### config.mk
export PLATFORM = sky130hd
export DESIGN_NAME = soft_timer_table_unit
export DESIGN_NICKNAME = d
export VERILOG_FILES = /design/src/rtl/core/stt_pkg.sv /design/src/rtl/core/soft_timer_table_unit.sv /design/src/rtl/core/stt_front.sv /design/src/rtl/core/stt_queue.sv /design/src/rtl/core/stt_back.sv
export SDC_FILE = /design/constraint.sdc
export NUM_CORES = 2
export LEC_CHECK = 0
export ABC_AREA = 1
export BUFFER_PORTS_ARGS = -buffer_cell sky130_fd_sc_hd__buf_2
export CAP_MARGIN = 20
export CORE_MARGIN = 2
export CORE_UTILIZATION = 60
export DETAILED_ROUTE_END_ITERATION = 12
export GPL_TIMING_DRIVEN = 0
export PLACE_DENSITY = 0.78
export RECOVER_POWER = 50
export SLEW_MARGIN = 20
export SYNTH_ARGS = -nofsm -noshare
export SYNTH_HDL_FRONTEND = slang
export SYNTH_SLANG_ARGS = --single-unit
### constraint.sdc
create_clock -name clock -period 14.18 [get_ports clock]
set_input_delay 1.418 -clock clock [delete_from_list [all_inputs] [get_ports clock]]
set_output_delay 1.418 -clock clock [all_outputs]
set_load 0.02 [all_outputs]
### src/rtl/core/stt_pkg.sv
`default_nettype none

package stt_pkg;

   // slot table
   localparam int SLOT_COUNT = 8;
   localparam int SLOT_BITS  = (SLOT_COUNT > 1) ? $clog2(SLOT_COUNT) : 1;
   localparam int WALK_BITS  = SLOT_BITS;

   // field widths
   localparam int ID_W     = 16;
   localparam int MS_W     = 32;
   localparam int REP_W    = 8;
   localparam int PERIOD_W = 29;
   localparam int TIME_W   = 32;

   // stream widths
   localparam int REQ_DATA_W = 56;
   localparam int REQ_USER_W = 8;
   localparam int RSP_DATA_W = 40;

   // command codes
   localparam logic [2:0] MODE_SET   = 3'd0;
   localparam logic [2:0] MODE_KILL  = 3'd1;
   localparam logic [2:0] MODE_QUERY = 3'd2;
   localparam logic [2:0] MODE_TICK  = 3'd3;
   localparam logic [2:0] MODE_SCAN  = 3'd4;

   localparam logic signed [REP_W-1:0] REPEAT_FOREVER = -8'sd1;

   // ceil(ms/10): radix-16 long division by ten, one nibble per cycle
   localparam int DIV_W       = 36;
   localparam int DIV_STEPS   = DIV_W / 4;
   localparam int DIV_BITS    = 4;
   localparam int DIV10_MUL   = 205;
   localparam int DIV10_SHIFT = 11;
   localparam int ROUND_UP    = 9;

   typedef struct packed {
      logic [2:0]                mode;
      logic [ID_W-1:0]           timer_id;
      logic [PERIOD_W-1:0]       period;
      logic signed [REP_W-1:0]   repeat_count;
   } cmd_type;

   typedef struct packed {
      logic [4:0]       pad;
      logic [ID_W-1:0]  fired_id;
      logic             fired;
      logic             running;
      logic [ID_W-1:0]  result_id;
      logic             status;
   } rsp_type;

endpackage

`default_nettype wire

### src/rtl/core/soft_timer_table_unit.sv
// Software timer table: eight slots keyed by a nonzero 16-bit id, run off a
// 32-bit tick counter. Each request word carries one command (set, kill,
// query, tick or scan) and yields exactly one response word, in order. Set
// arms the slot already holding the id, else the first disabled one, with a
// period of ceil(ms/10) ticks; scan fires at most one expired slot, starting
// from a round-robin pointer. Timing: the front end takes a word and queues
// every command but set in that same cycle; a set then runs through the
// divide-by-ten unit (one nibble a cycle) and is queued from a push state
// that waits while the queue is full, and the front end is busy until then.
// The back end pops a word, walks all 8 slots, one per cycle, for set, kill,
// query and scan, then updates the table and loads the response register
// once that register is free; a tick or an unused mode skips the walk.
// A two-entry queue lets the divider run ahead of the walk, and the response
// register lets the next walk start while a response waits to be taken.
`default_nettype none

module soft_timer_table_unit
   import stt_pkg::*;
(
   input  wire                    clock,
   input  wire                    reset,
   input  wire                    req_tvalid,
   output logic                   req_tready,
   // [2:0] mode
   input  wire [REQ_USER_W-1:0]   req_tuser,
   // [15:0] timer_id, [47:16] duration_ms, [55:48] repeat_count
   input  wire [REQ_DATA_W-1:0]   req_tdata,
   output logic                   rsp_tvalid,
   input  wire                    rsp_tready,
   // [0] status, [16:1] result_id, [17] running, [18] fired, [34:19] fired_id
   output logic [RSP_DATA_W-1:0]  rsp_tdata
);

   // front end -> queue
   logic      push_valid;
   cmd_type   push_cmd;
   logic      queue_full;

   // queue -> back end
   logic      queue_empty;
   logic      cmd_pop;
   cmd_type   pop_cmd;

   // decodes commands and computes the tick period for set
   stt_front u_front (
      .clock      (clock),
      .reset      (reset),
      .req_tvalid (req_tvalid),
      .req_tready (req_tready),
      .req_tuser  (req_tuser),
      .req_tdata  (req_tdata),
      .push_valid (push_valid),
      .push_cmd   (push_cmd),
      .queue_full (queue_full)
   );

   stt_queue u_queue (
      .clock    (clock),
      .reset    (reset),
      .push     (push_valid),
      .push_cmd (push_cmd),
      .full     (queue_full),
      .pop      (cmd_pop),
      .pop_cmd  (pop_cmd),
      .empty    (queue_empty)
   );

   // owns the slot table, time counter, scan pointer and response register
   stt_back u_back (
      .clock      (clock),
      .reset      (reset),
      .cmd_valid  (!queue_empty),
      .cmd        (pop_cmd),
      .cmd_pop    (cmd_pop),
      .rsp_tvalid (rsp_tvalid),
      .rsp_tready (rsp_tready),
      .rsp_tdata  (rsp_tdata)
   );

endmodule

`default_nettype wire

### src/rtl/core/stt_front.sv
`default_nettype none

module stt_front
   import stt_pkg::*;
(
   input  wire                    clock,
   input  wire                    reset,
   input  wire                    req_tvalid,
   output logic                   req_tready,
   input  wire [REQ_USER_W-1:0]   req_tuser,
   input  wire [REQ_DATA_W-1:0]   req_tdata,
   output logic                   push_valid,
   output cmd_type                push_cmd,
   input  wire                    queue_full
);

   typedef enum logic [1:0] {ST_IDLE, ST_DIV, ST_PUSH} state_type;

   state_type             state_ff, state_in;
   cmd_type               cmd_ff, cmd_in, in_cmd;
   logic [DIV_W-1:0]      div_ff, div_in, quot_ff, quot_in;
   logic [3:0]            rem_ff, rem_in;
   logic [DIV_BITS-1:0]   cnt_ff, cnt_in;
   logic [7:0]            step_x, step_r;
   logic [15:0]           step_prod;
   logic [3:0]            step_q;
   logic                  accept;

   always_comb begin
      // one long-division digit: x < 160, so the reciprocal product is exact
      step_x    = {rem_ff, div_ff[DIV_W-1 -: 4]};
      step_prod = 16'(step_x) * 16'(DIV10_MUL);
      step_q    = step_prod[DIV10_SHIFT +: 4];
      step_r    = step_x - (8'(step_q) * 8'd10);

      in_cmd.mode         = req_tuser[2:0];
      in_cmd.timer_id     = req_tdata[ID_W-1:0];
      in_cmd.period       = '0;
      in_cmd.repeat_count = req_tdata[ID_W+MS_W +: REP_W];

      req_tready = (state_ff == ST_IDLE) && !queue_full;
      accept     = req_tvalid && req_tready;

      state_in   = state_ff;
      cmd_in     = cmd_ff;
      div_in     = div_ff;
      quot_in    = quot_ff;
      rem_in     = rem_ff;
      cnt_in     = cnt_ff;
      push_valid = 1'b0;
      push_cmd   = in_cmd;

      case (state_ff)
         ST_IDLE: begin
            if (accept) begin
               if (in_cmd.mode == MODE_SET) begin
                  cmd_in   = in_cmd;
                  div_in   = DIV_W'(33'(req_tdata[ID_W +: MS_W]) + 33'(ROUND_UP));
                  quot_in  = '0;
                  rem_in   = '0;
                  cnt_in   = '0;
                  state_in = ST_DIV;
               end else begin
                  push_valid = 1'b1;
               end
            end
         end
         ST_DIV: begin
            div_in  = div_ff << 4;
            rem_in  = step_r[3:0];
            quot_in = {quot_ff[DIV_W-5:0], step_q};
            cnt_in  = cnt_ff + 1'b1;
            if (cnt_ff == DIV_BITS'(DIV_STEPS - 1)) begin
               state_in = ST_PUSH;
            end
         end
         ST_PUSH: begin
            push_cmd        = cmd_ff;
            push_cmd.period = quot_ff[PERIOD_W-1:0];
            if (!queue_full) begin
               push_valid = 1'b1;
               state_in   = ST_IDLE;
            end
         end
         default: begin
            state_in = ST_IDLE;
         end
      endcase
   end

   always_ff @(posedge clock) begin
      if (reset) begin
         state_ff <= ST_IDLE;
      end else begin
         state_ff <= state_in;
      end
      cmd_ff  <= cmd_in;
      div_ff  <= div_in;
      quot_ff <= quot_in;
      rem_ff  <= rem_in;
      cnt_ff  <= cnt_in;
   end

endmodule

`default_nettype wire

### src/rtl/core/stt_queue.sv
`default_nettype none

module stt_queue
   import stt_pkg::*;
(
   input  wire      clock,
   input  wire      reset,
   input  wire      push,
   input  cmd_type  push_cmd,
   output logic     full,
   input  wire      pop,
   output cmd_type  pop_cmd,
   output logic     empty
);

   localparam int DEPTH = 2;
   localparam int PTR_W = 1;

   cmd_type            entry_ff [DEPTH];
   logic [PTR_W-1:0]   wr_ptr_ff, wr_ptr_in, rd_ptr_ff, rd_ptr_in;
   logic [PTR_W:0]     count_ff, count_in;

   always_comb begin
      full      = (count_ff == (PTR_W+1)'(DEPTH));
      empty     = (count_ff == '0);
      pop_cmd   = entry_ff[rd_ptr_ff];
      wr_ptr_in = push ? wr_ptr_ff + 1'b1 : wr_ptr_ff;
      rd_ptr_in = pop ? rd_ptr_ff + 1'b1 : rd_ptr_ff;
      count_in  = count_ff + (PTR_W+1)'(push) - (PTR_W+1)'(pop);
   end

   always_ff @(posedge clock) begin
      if (reset) begin
         wr_ptr_ff <= '0;
         rd_ptr_ff <= '0;
         count_ff  <= '0;
      end else begin
         wr_ptr_ff <= wr_ptr_in;
         rd_ptr_ff <= rd_ptr_in;
         count_ff  <= count_in;
      end
      if (push) begin
         entry_ff[wr_ptr_ff] <= push_cmd;
      end
   end

endmodule

`default_nettype wire

### src/rtl/core/stt_back.sv
`default_nettype none

module stt_back
   import stt_pkg::*;
(
   input  wire                    clock,
   input  wire                    reset,
   input  wire                    cmd_valid,
   input  cmd_type                cmd,
   output logic                   cmd_pop,
   output logic                   rsp_tvalid,
   input  wire                    rsp_tready,
   output logic [RSP_DATA_W-1:0]  rsp_tdata
);

   typedef enum logic [1:0] {ST_IDLE, ST_WALK, ST_COMMIT} state_type;

   state_type                 state_ff, state_in;
   cmd_type                   cmd_ff, cmd_in;

   // slot table
   logic                      slot_en_ff  [SLOT_COUNT];
   logic                      slot_en_in  [SLOT_COUNT];
   logic [ID_W-1:0]           slot_key_ff [SLOT_COUNT];
   logic [ID_W-1:0]           slot_key_in [SLOT_COUNT];
   logic [PERIOD_W-1:0]       slot_per_ff [SLOT_COUNT];
   logic [PERIOD_W-1:0]       slot_per_in [SLOT_COUNT];
   logic [TIME_W-1:0]         slot_dl_ff  [SLOT_COUNT];
   logic [TIME_W-1:0]         slot_dl_in  [SLOT_COUNT];
   logic signed [REP_W-1:0]   slot_rep_ff [SLOT_COUNT];
   logic signed [REP_W-1:0]   slot_rep_in [SLOT_COUNT];

   logic [SLOT_BITS-1:0]      scan_ptr_ff, scan_ptr_in;
   logic [TIME_W-1:0]         time_ff, time_in;

   // walk and what it found
   logic [SLOT_BITS-1:0]      walk_idx_ff, walk_idx_in;
   logic [WALK_BITS-1:0]      walk_cnt_ff, walk_cnt_in;
   logic                      match_hit_ff, match_hit_in, match_en_ff, match_en_in;
   logic [SLOT_BITS-1:0]      match_idx_ff, match_idx_in;
   logic                      free_hit_ff, free_hit_in;
   logic [SLOT_BITS-1:0]      free_idx_ff, free_idx_in;
   logic                      fire_hit_ff, fire_hit_in;
   logic [SLOT_BITS-1:0]      fire_idx_ff, fire_idx_in;
   logic [ID_W-1:0]           fire_key_ff, fire_key_in;
   logic [PERIOD_W-1:0]       fire_per_ff, fire_per_in;
   logic signed [REP_W-1:0]   fire_rep_ff, fire_rep_in;

   // output register
   logic                      rsp_valid_ff, rsp_valid_in;
   rsp_type                   rsp_ff, rsp_in;

   logic                      rd_en;
   logic [ID_W-1:0]           rd_key;
   logic [TIME_W-1:0]         rd_dl;
   logic                      out_free, id_ok, set_ok, still_en;
   logic [SLOT_BITS-1:0]      set_idx;

   function automatic logic [SLOT_BITS-1:0] next_slot(input logic [SLOT_BITS-1:0] idx);
      logic [SLOT_BITS-1:0] nxt;
      if (idx == SLOT_BITS'(SLOT_COUNT - 1)) begin
         nxt = '0;
      end else begin
         nxt = idx + 1'b1;
      end
      return nxt;
   endfunction

   always_comb begin
      rd_en  = slot_en_ff[walk_idx_ff];
      rd_key = slot_key_ff[walk_idx_ff];
      rd_dl  = slot_dl_ff[walk_idx_ff];

      out_free = !rsp_valid_ff || rsp_tready;
      id_ok    = (cmd_ff.timer_id != '0);
      set_ok   = id_ok && (cmd_ff.period != '0) && (match_hit_ff || free_hit_ff);
      set_idx  = match_hit_ff ? match_idx_ff : free_idx_ff;
      still_en = (fire_rep_ff == REPEAT_FOREVER) || (fire_rep_ff > 0);

      state_in     = state_ff;
      cmd_in       = cmd_ff;
      slot_en_in   = slot_en_ff;
      slot_key_in  = slot_key_ff;
      slot_per_in  = slot_per_ff;
      slot_dl_in   = slot_dl_ff;
      slot_rep_in  = slot_rep_ff;
      scan_ptr_in  = scan_ptr_ff;
      time_in      = time_ff;
      walk_idx_in  = walk_idx_ff;
      walk_cnt_in  = walk_cnt_ff;
      match_hit_in = match_hit_ff;
      match_en_in  = match_en_ff;
      match_idx_in = match_idx_ff;
      free_hit_in  = free_hit_ff;
      free_idx_in  = free_idx_ff;
      fire_hit_in  = fire_hit_ff;
      fire_idx_in  = fire_idx_ff;
      fire_key_in  = fire_key_ff;
      fire_per_in  = fire_per_ff;
      fire_rep_in  = fire_rep_ff;
      rsp_in       = rsp_ff;
      rsp_valid_in = rsp_valid_ff && !rsp_tready;
      cmd_pop      = 1'b0;

      case (state_ff)
         ST_IDLE: begin
            if (cmd_valid) begin
               cmd_pop      = 1'b1;
               cmd_in       = cmd;
               walk_idx_in  = (cmd.mode == MODE_SCAN) ? scan_ptr_ff : '0;
               walk_cnt_in  = '0;
               match_hit_in = 1'b0;
               free_hit_in  = 1'b0;
               fire_hit_in  = 1'b0;
               if (cmd.mode inside {MODE_SET, MODE_KILL, MODE_QUERY, MODE_SCAN}) begin
                  state_in = ST_WALK;
               end else begin
                  state_in = ST_COMMIT;
               end
            end
         end
         ST_WALK: begin
            if (rd_key == cmd_ff.timer_id && !match_hit_ff) begin
               match_hit_in = 1'b1;
               match_idx_in = walk_idx_ff;
               match_en_in  = rd_en;
            end
            if (!rd_en && !free_hit_ff) begin
               free_hit_in = 1'b1;
               free_idx_in = walk_idx_ff;
            end
            if (cmd_ff.mode == MODE_SCAN && rd_en && time_ff >= rd_dl && !fire_hit_ff) begin
               fire_hit_in = 1'b1;
               fire_idx_in = walk_idx_ff;
               fire_key_in = rd_key;
               fire_per_in = slot_per_ff[walk_idx_ff];
               fire_rep_in = slot_rep_ff[walk_idx_ff];
            end
            walk_idx_in = next_slot(walk_idx_ff);
            walk_cnt_in = walk_cnt_ff + 1'b1;
            if (walk_cnt_ff == WALK_BITS'(SLOT_COUNT - 1)) begin
               state_in = ST_COMMIT;
            end
         end
         ST_COMMIT: begin
            if (out_free) begin
               rsp_in       = '0;
               rsp_valid_in = 1'b1;
               state_in     = ST_IDLE;
               case (cmd_ff.mode)
                  MODE_SET: begin
                     if (set_ok) begin
                        slot_en_in[set_idx]  = 1'b1;
                        slot_key_in[set_idx] = cmd_ff.timer_id;
                        slot_per_in[set_idx] = cmd_ff.period;
                        slot_dl_in[set_idx]  = time_ff + TIME_W'(cmd_ff.period);
                        slot_rep_in[set_idx] = cmd_ff.repeat_count;
                        rsp_in.result_id     = cmd_ff.timer_id;
                     end else begin
                        rsp_in.status = 1'b1;
                     end
                  end
                  MODE_KILL: begin
                     if (id_ok && match_hit_ff) begin
                        slot_en_in[match_idx_ff] = 1'b0;
                        rsp_in.result_id         = cmd_ff.timer_id;
                     end else begin
                        rsp_in.status = 1'b1;
                     end
                  end
                  MODE_QUERY: begin
                     rsp_in.running = id_ok && match_hit_ff && match_en_ff;
                  end
                  MODE_TICK: begin
                     time_in = time_ff + 1'b1;
                  end
                  MODE_SCAN: begin
                     if (fire_hit_ff) begin
                        if (fire_rep_ff > 0) begin
                           slot_rep_in[fire_idx_ff] = fire_rep_ff - 1'b1;
                        end
                        if (still_en) begin
                           slot_dl_in[fire_idx_ff] = time_ff + TIME_W'(fire_per_ff);
                        end else begin
                           slot_en_in[fire_idx_ff] = 1'b0;
                        end
                        scan_ptr_in     = next_slot(fire_idx_ff);
                        rsp_in.fired    = 1'b1;
                        rsp_in.fired_id = fire_key_ff;
                     end
                  end
                  default: begin
                  end
               endcase
            end
         end
         default: begin
            state_in = ST_IDLE;
         end
      endcase

      rsp_tvalid = rsp_valid_ff;
      rsp_tdata  = rsp_ff;
   end

   always_ff @(posedge clock) begin
      if (reset) begin
         state_ff     <= ST_IDLE;
         rsp_valid_ff <= 1'b0;
         scan_ptr_ff  <= '0;
         time_ff      <= '0;
         for (int i = 0; i < SLOT_COUNT; i++) begin
            slot_en_ff[i]  <= 1'b0;
            slot_key_ff[i] <= '0;
         end
      end else begin
         state_ff     <= state_in;
         rsp_valid_ff <= rsp_valid_in;
         scan_ptr_ff  <= scan_ptr_in;
         time_ff      <= time_in;
         slot_en_ff   <= slot_en_in;
         slot_key_ff  <= slot_key_in;
      end
      slot_per_ff  <= slot_per_in;
      slot_dl_ff   <= slot_dl_in;
      slot_rep_ff  <= slot_rep_in;
      cmd_ff       <= cmd_in;
      walk_idx_ff  <= walk_idx_in;
      walk_cnt_ff  <= walk_cnt_in;
      match_hit_ff <= match_hit_in;
      match_en_ff  <= match_en_in;
      match_idx_ff <= match_idx_in;
      free_hit_ff  <= free_hit_in;
      free_idx_ff  <= free_idx_in;
      fire_hit_ff  <= fire_hit_in;
      fire_idx_ff  <= fire_idx_in;
      fire_key_ff  <= fire_key_in;
      fire_per_ff  <= fire_per_in;
      fire_rep_ff  <= fire_rep_in;
      rsp_ff       <= rsp_in;
   end

endmodule

`default_nettype wire

==> impl_metrics.ini <==
[synthesis]
async_flop_share_pct = 0
ys_ff_latch = 1108
postSynthCellCount = 5996
synth-warning-count = 0
synthesis.area_um2 = 55000
synth-edff-count = 927
yosysSeqAreaShare_pct = 57.2
synthFlopType = edfxtp_1
netlist.area_leader.share_pct = 50.6
synthDistinctLibCells = 58
synthTopCellsByArea = edfxtp_1 (51%), nand2_1 (9.0%), nor2_1 (6.8%)
syn_avg_cell_area_um2 = 9.17
yosys.area.top_type = edfxtp_1

[power]
pwr-share-comb_pct = 34.7
p_seq_share_pct = 38.1
power_switching_uw = 4600
leakage_uw = 0.0246
p_int_uw = 6670
swShare_pct = 40.8
clkPwrFrac_pct = 27.2
ir_drop_v = 0.000159
pwr_density_cell_nw_per_um2 = 184

[timing]
fmax_ghz = 0.153
setup_viol = 0
finClkSkew_ns = 0.0895
tightest_slew_ns = 2.46
rsz0062_at_grt = false
min_period_ns = 6.56
fin_crit_sh_pct = 46.2
finalSetupTns_ns = 0
hold_viol_final = 0
slew_viol_final = 114
slew_headroom_pct = -64.2

[worst_setup_path]
ff2ff_path_depth = 17
required_ns = 14.52
cpMostUsedCell = nand3_1
endpoint_kind = flip-flop
r2r_setup_slack_ns = 7.62
r2r_end = u_back.fire_per_ff[25]
path_buf_inv = 6
cp_max_fo = 52
worstPathArrival_ns = 6.90
critPathMaxStageDelay_ns = 0.78
start_kind = flip-flop
cp.depth = 17
rr_startpoint = u_back.walk_idx_ff[0]
cp_top_family = buffers and inverters
crit_slowest_cell = edfxtp_1
cp_cell_sequence = inv_1, buf_2, buf_2, clkbuf_1, o21ai_0, o221ai_1, o21ai_1, ha_1, nand2_1, nor3_1, nand3_1, nor3_1, nand3_1, nand3_1, nand2_1, inv_4, buf_16
crit_end = u_back.fire_per_ff[25]
worstSetupPathType = flip-flop to flip-flop
crit_path_start = u_back.walk_idx_ff[0]

[clock_network]
cts-buffers-inserted = 112
holdBufCountCts = 0
tritoncts = yes
postCtsResizedCells = 0
clk_pin_slew_ns = 0.06
insertion_delay_ns = 0.76
cts-htree-levels = 3
clock_sinks = 1108
post_cts_buffers = 0
cts-root-buf = clkbuf_16
clockBufferDepth = 3

[drt]
viasPerCell = 6.29
vias = 47300
wl_um = 193000
dr.pass1.iters = 8
drt_iter0_drc = 7710
ant_nets = 0
drcViolationCount = 0
wl_per_cell_um = 25.6

[global_routing]
grt_start_max_net_pins = 53
grt_pass1_wl_um = 280000
grtUsageTotal_pct = 40.6
overflow = 0
grt_pass1_vias = 44300
antenna_found_initial = 8

[place]
gp_congestion = 1.06
dpl.hpwl_um = 139000
io_buffers = 99
dp.cells = 7310

[outcome]
violations = max-capacitance violations, max-slew violations
outcome = finished, violations left

[job]
maxCapViolations = 3

[floorplanning]
rows = 111
dieArea_um2 = 94100
start_util_pct = 60.3
ios = 110
die_x_um = 307
core_um2 = 91200
die_h_um = 307

[layout]
final_common_cell = nand2_1
instances_no_fill = 7527
fill_cells = 7159
fin_nets = 6470
area.growth.synth_to_final_pct = 11.1
drive_above_1_share_pct = 6.13
final_cell_mix = nand2_1 (1314), nor2_1 (1001), edfxtp_1 (927), nand3_1 (462), inv_1 (430)

[worst_hold_path]
hold_class = flip-flop to flip-flop
-- through the flow --
stage | instance area [um2] | hold WS [ns] | util, % | power, uW | worst slack, ns
after CTS | 61500 | 0.474 | 67.4 | 11100 | 8.13
final | 61100 | 0.471 | 66.9 | 11300 | 7.62
after detailed placement | 57700 | 0.460 | 63.3 | 8080 | 8.12
after global placement | 57000 | 0.436 | 62.4 | 7950 | 6.73
after floorplan | 55000 | 0.423 | - | 6450 | 9.54
after global routing | 61100 | 0.513 | 66.9 | 11600 | 7.64
-- power groups by stage --
stage	combinational [uW]	clock, uW	sequential, uW
2_1_floorplan	2240	0	4200
3_3_place_gp	3610	0	4340
3_5_place_dp	3750	0	4330
4_1_cts	3780	3050	4270
5_1_grt	4120	3160	4300
6_report	3910	3060	4290
-- per-layer routing --
metal	track usage [%]	routed length, um	vias to the layer above
li1	-	-	21100
met1	53.0	70200	22000
met2	59.7	81000	3470
met3	12.8	27600	765
met4	23.8	13900	8
met5	0	57	-
-- synth_stat cells (34+ instances only) --
library cell / n
a31oi_1: 40
nand2_1: 1312
clkbuf_1: 143
xor2_1: 37
buf_2: 90
o22ai_1: 232
inv_1: 436
ha_1: 145
xnor2_1: 34
o21ai_1: 37
dfxtp_1: 181
a21oi_1: 159
edfxtp_1: 927
nand4_1: 53
nor2_1: 994
nand3_1: 458
o21ai_0: 417
nor3_1: 40
-- state kept, by name, indices dropped and copies added (netlist names), 35 cells and up, named ones only --
name,count
u_back.slot_key_ff,128
u_back.cmd_ff,56
u_front.div_ff,36
u_back.slot_dl_ff,256
u_queue.entry_ff,112
u_back.slot_per_ff,232
u_back.slot_rep_ff,64
u_back.rsp_tdata,35
-- worst min-delay path: cells and delay by family, from the launching register on --
family	cells	cell delay (ns)
compound gates	1	0.06
flops	1	0.31
simple gates	1	0.06
-- layout make-up --
type / instances / area, um2 / area share, %
diodes: 7 / 17.5 / 0.0287
plain buffers: 310 / 1390 / 2.27
clock buffers: 131 / 2870 / 4.71
clock inverters: 74 / 905 / 1.48
inverters: 453 / 1700 / 2.79
multi-input cells: 4129 / 20300 / 33.2
flip-flops and latches: 1108 / 31500 / 51.5
well taps: 1186 / 1480 / 2.43
repair buffers: 129 / 987 / 1.62
-- worst min-delay path by stage --
stage	startpoint	to	slack, ns	cells past startpoint
finish	u_back.scan_ptr_ff[0]	u_back.scan_ptr_ff[0]	0.47	2
floorplan	u_queue.count_ff[1]	u_queue.count_ff[1]	0.42	1
detailed placement	u_queue.rd_ptr_ff	u_queue.rd_ptr_ff	0.46	1
CTS	u_queue.rd_ptr_ff	flip-flop	0.47	1
global placement	u_queue.rd_ptr_ff	u_queue.rd_ptr_ff	0.44	1
global route	u_queue.rd_ptr_ff	u_queue.rd_ptr_ff	0.51	1
-- cell families (layout without fill, tap and decap cells) --
logic type               Yosys count  after routing  share of synthesized area (%)
AND/OR/NAND/NOR                 2937           2937                           22.3
flip-flops                      1108           1108                           57.2
AO/OA/AOI/OAI                    957            957                           9.80
buffers and inverters            763           1097                           5.78
adder cells (fa/ha/maj)          159            159                           3.81
XOR/XNOR                          71             71                           1.13
other                              1             12                        0.00682
(Power assumes the default switching activity.)
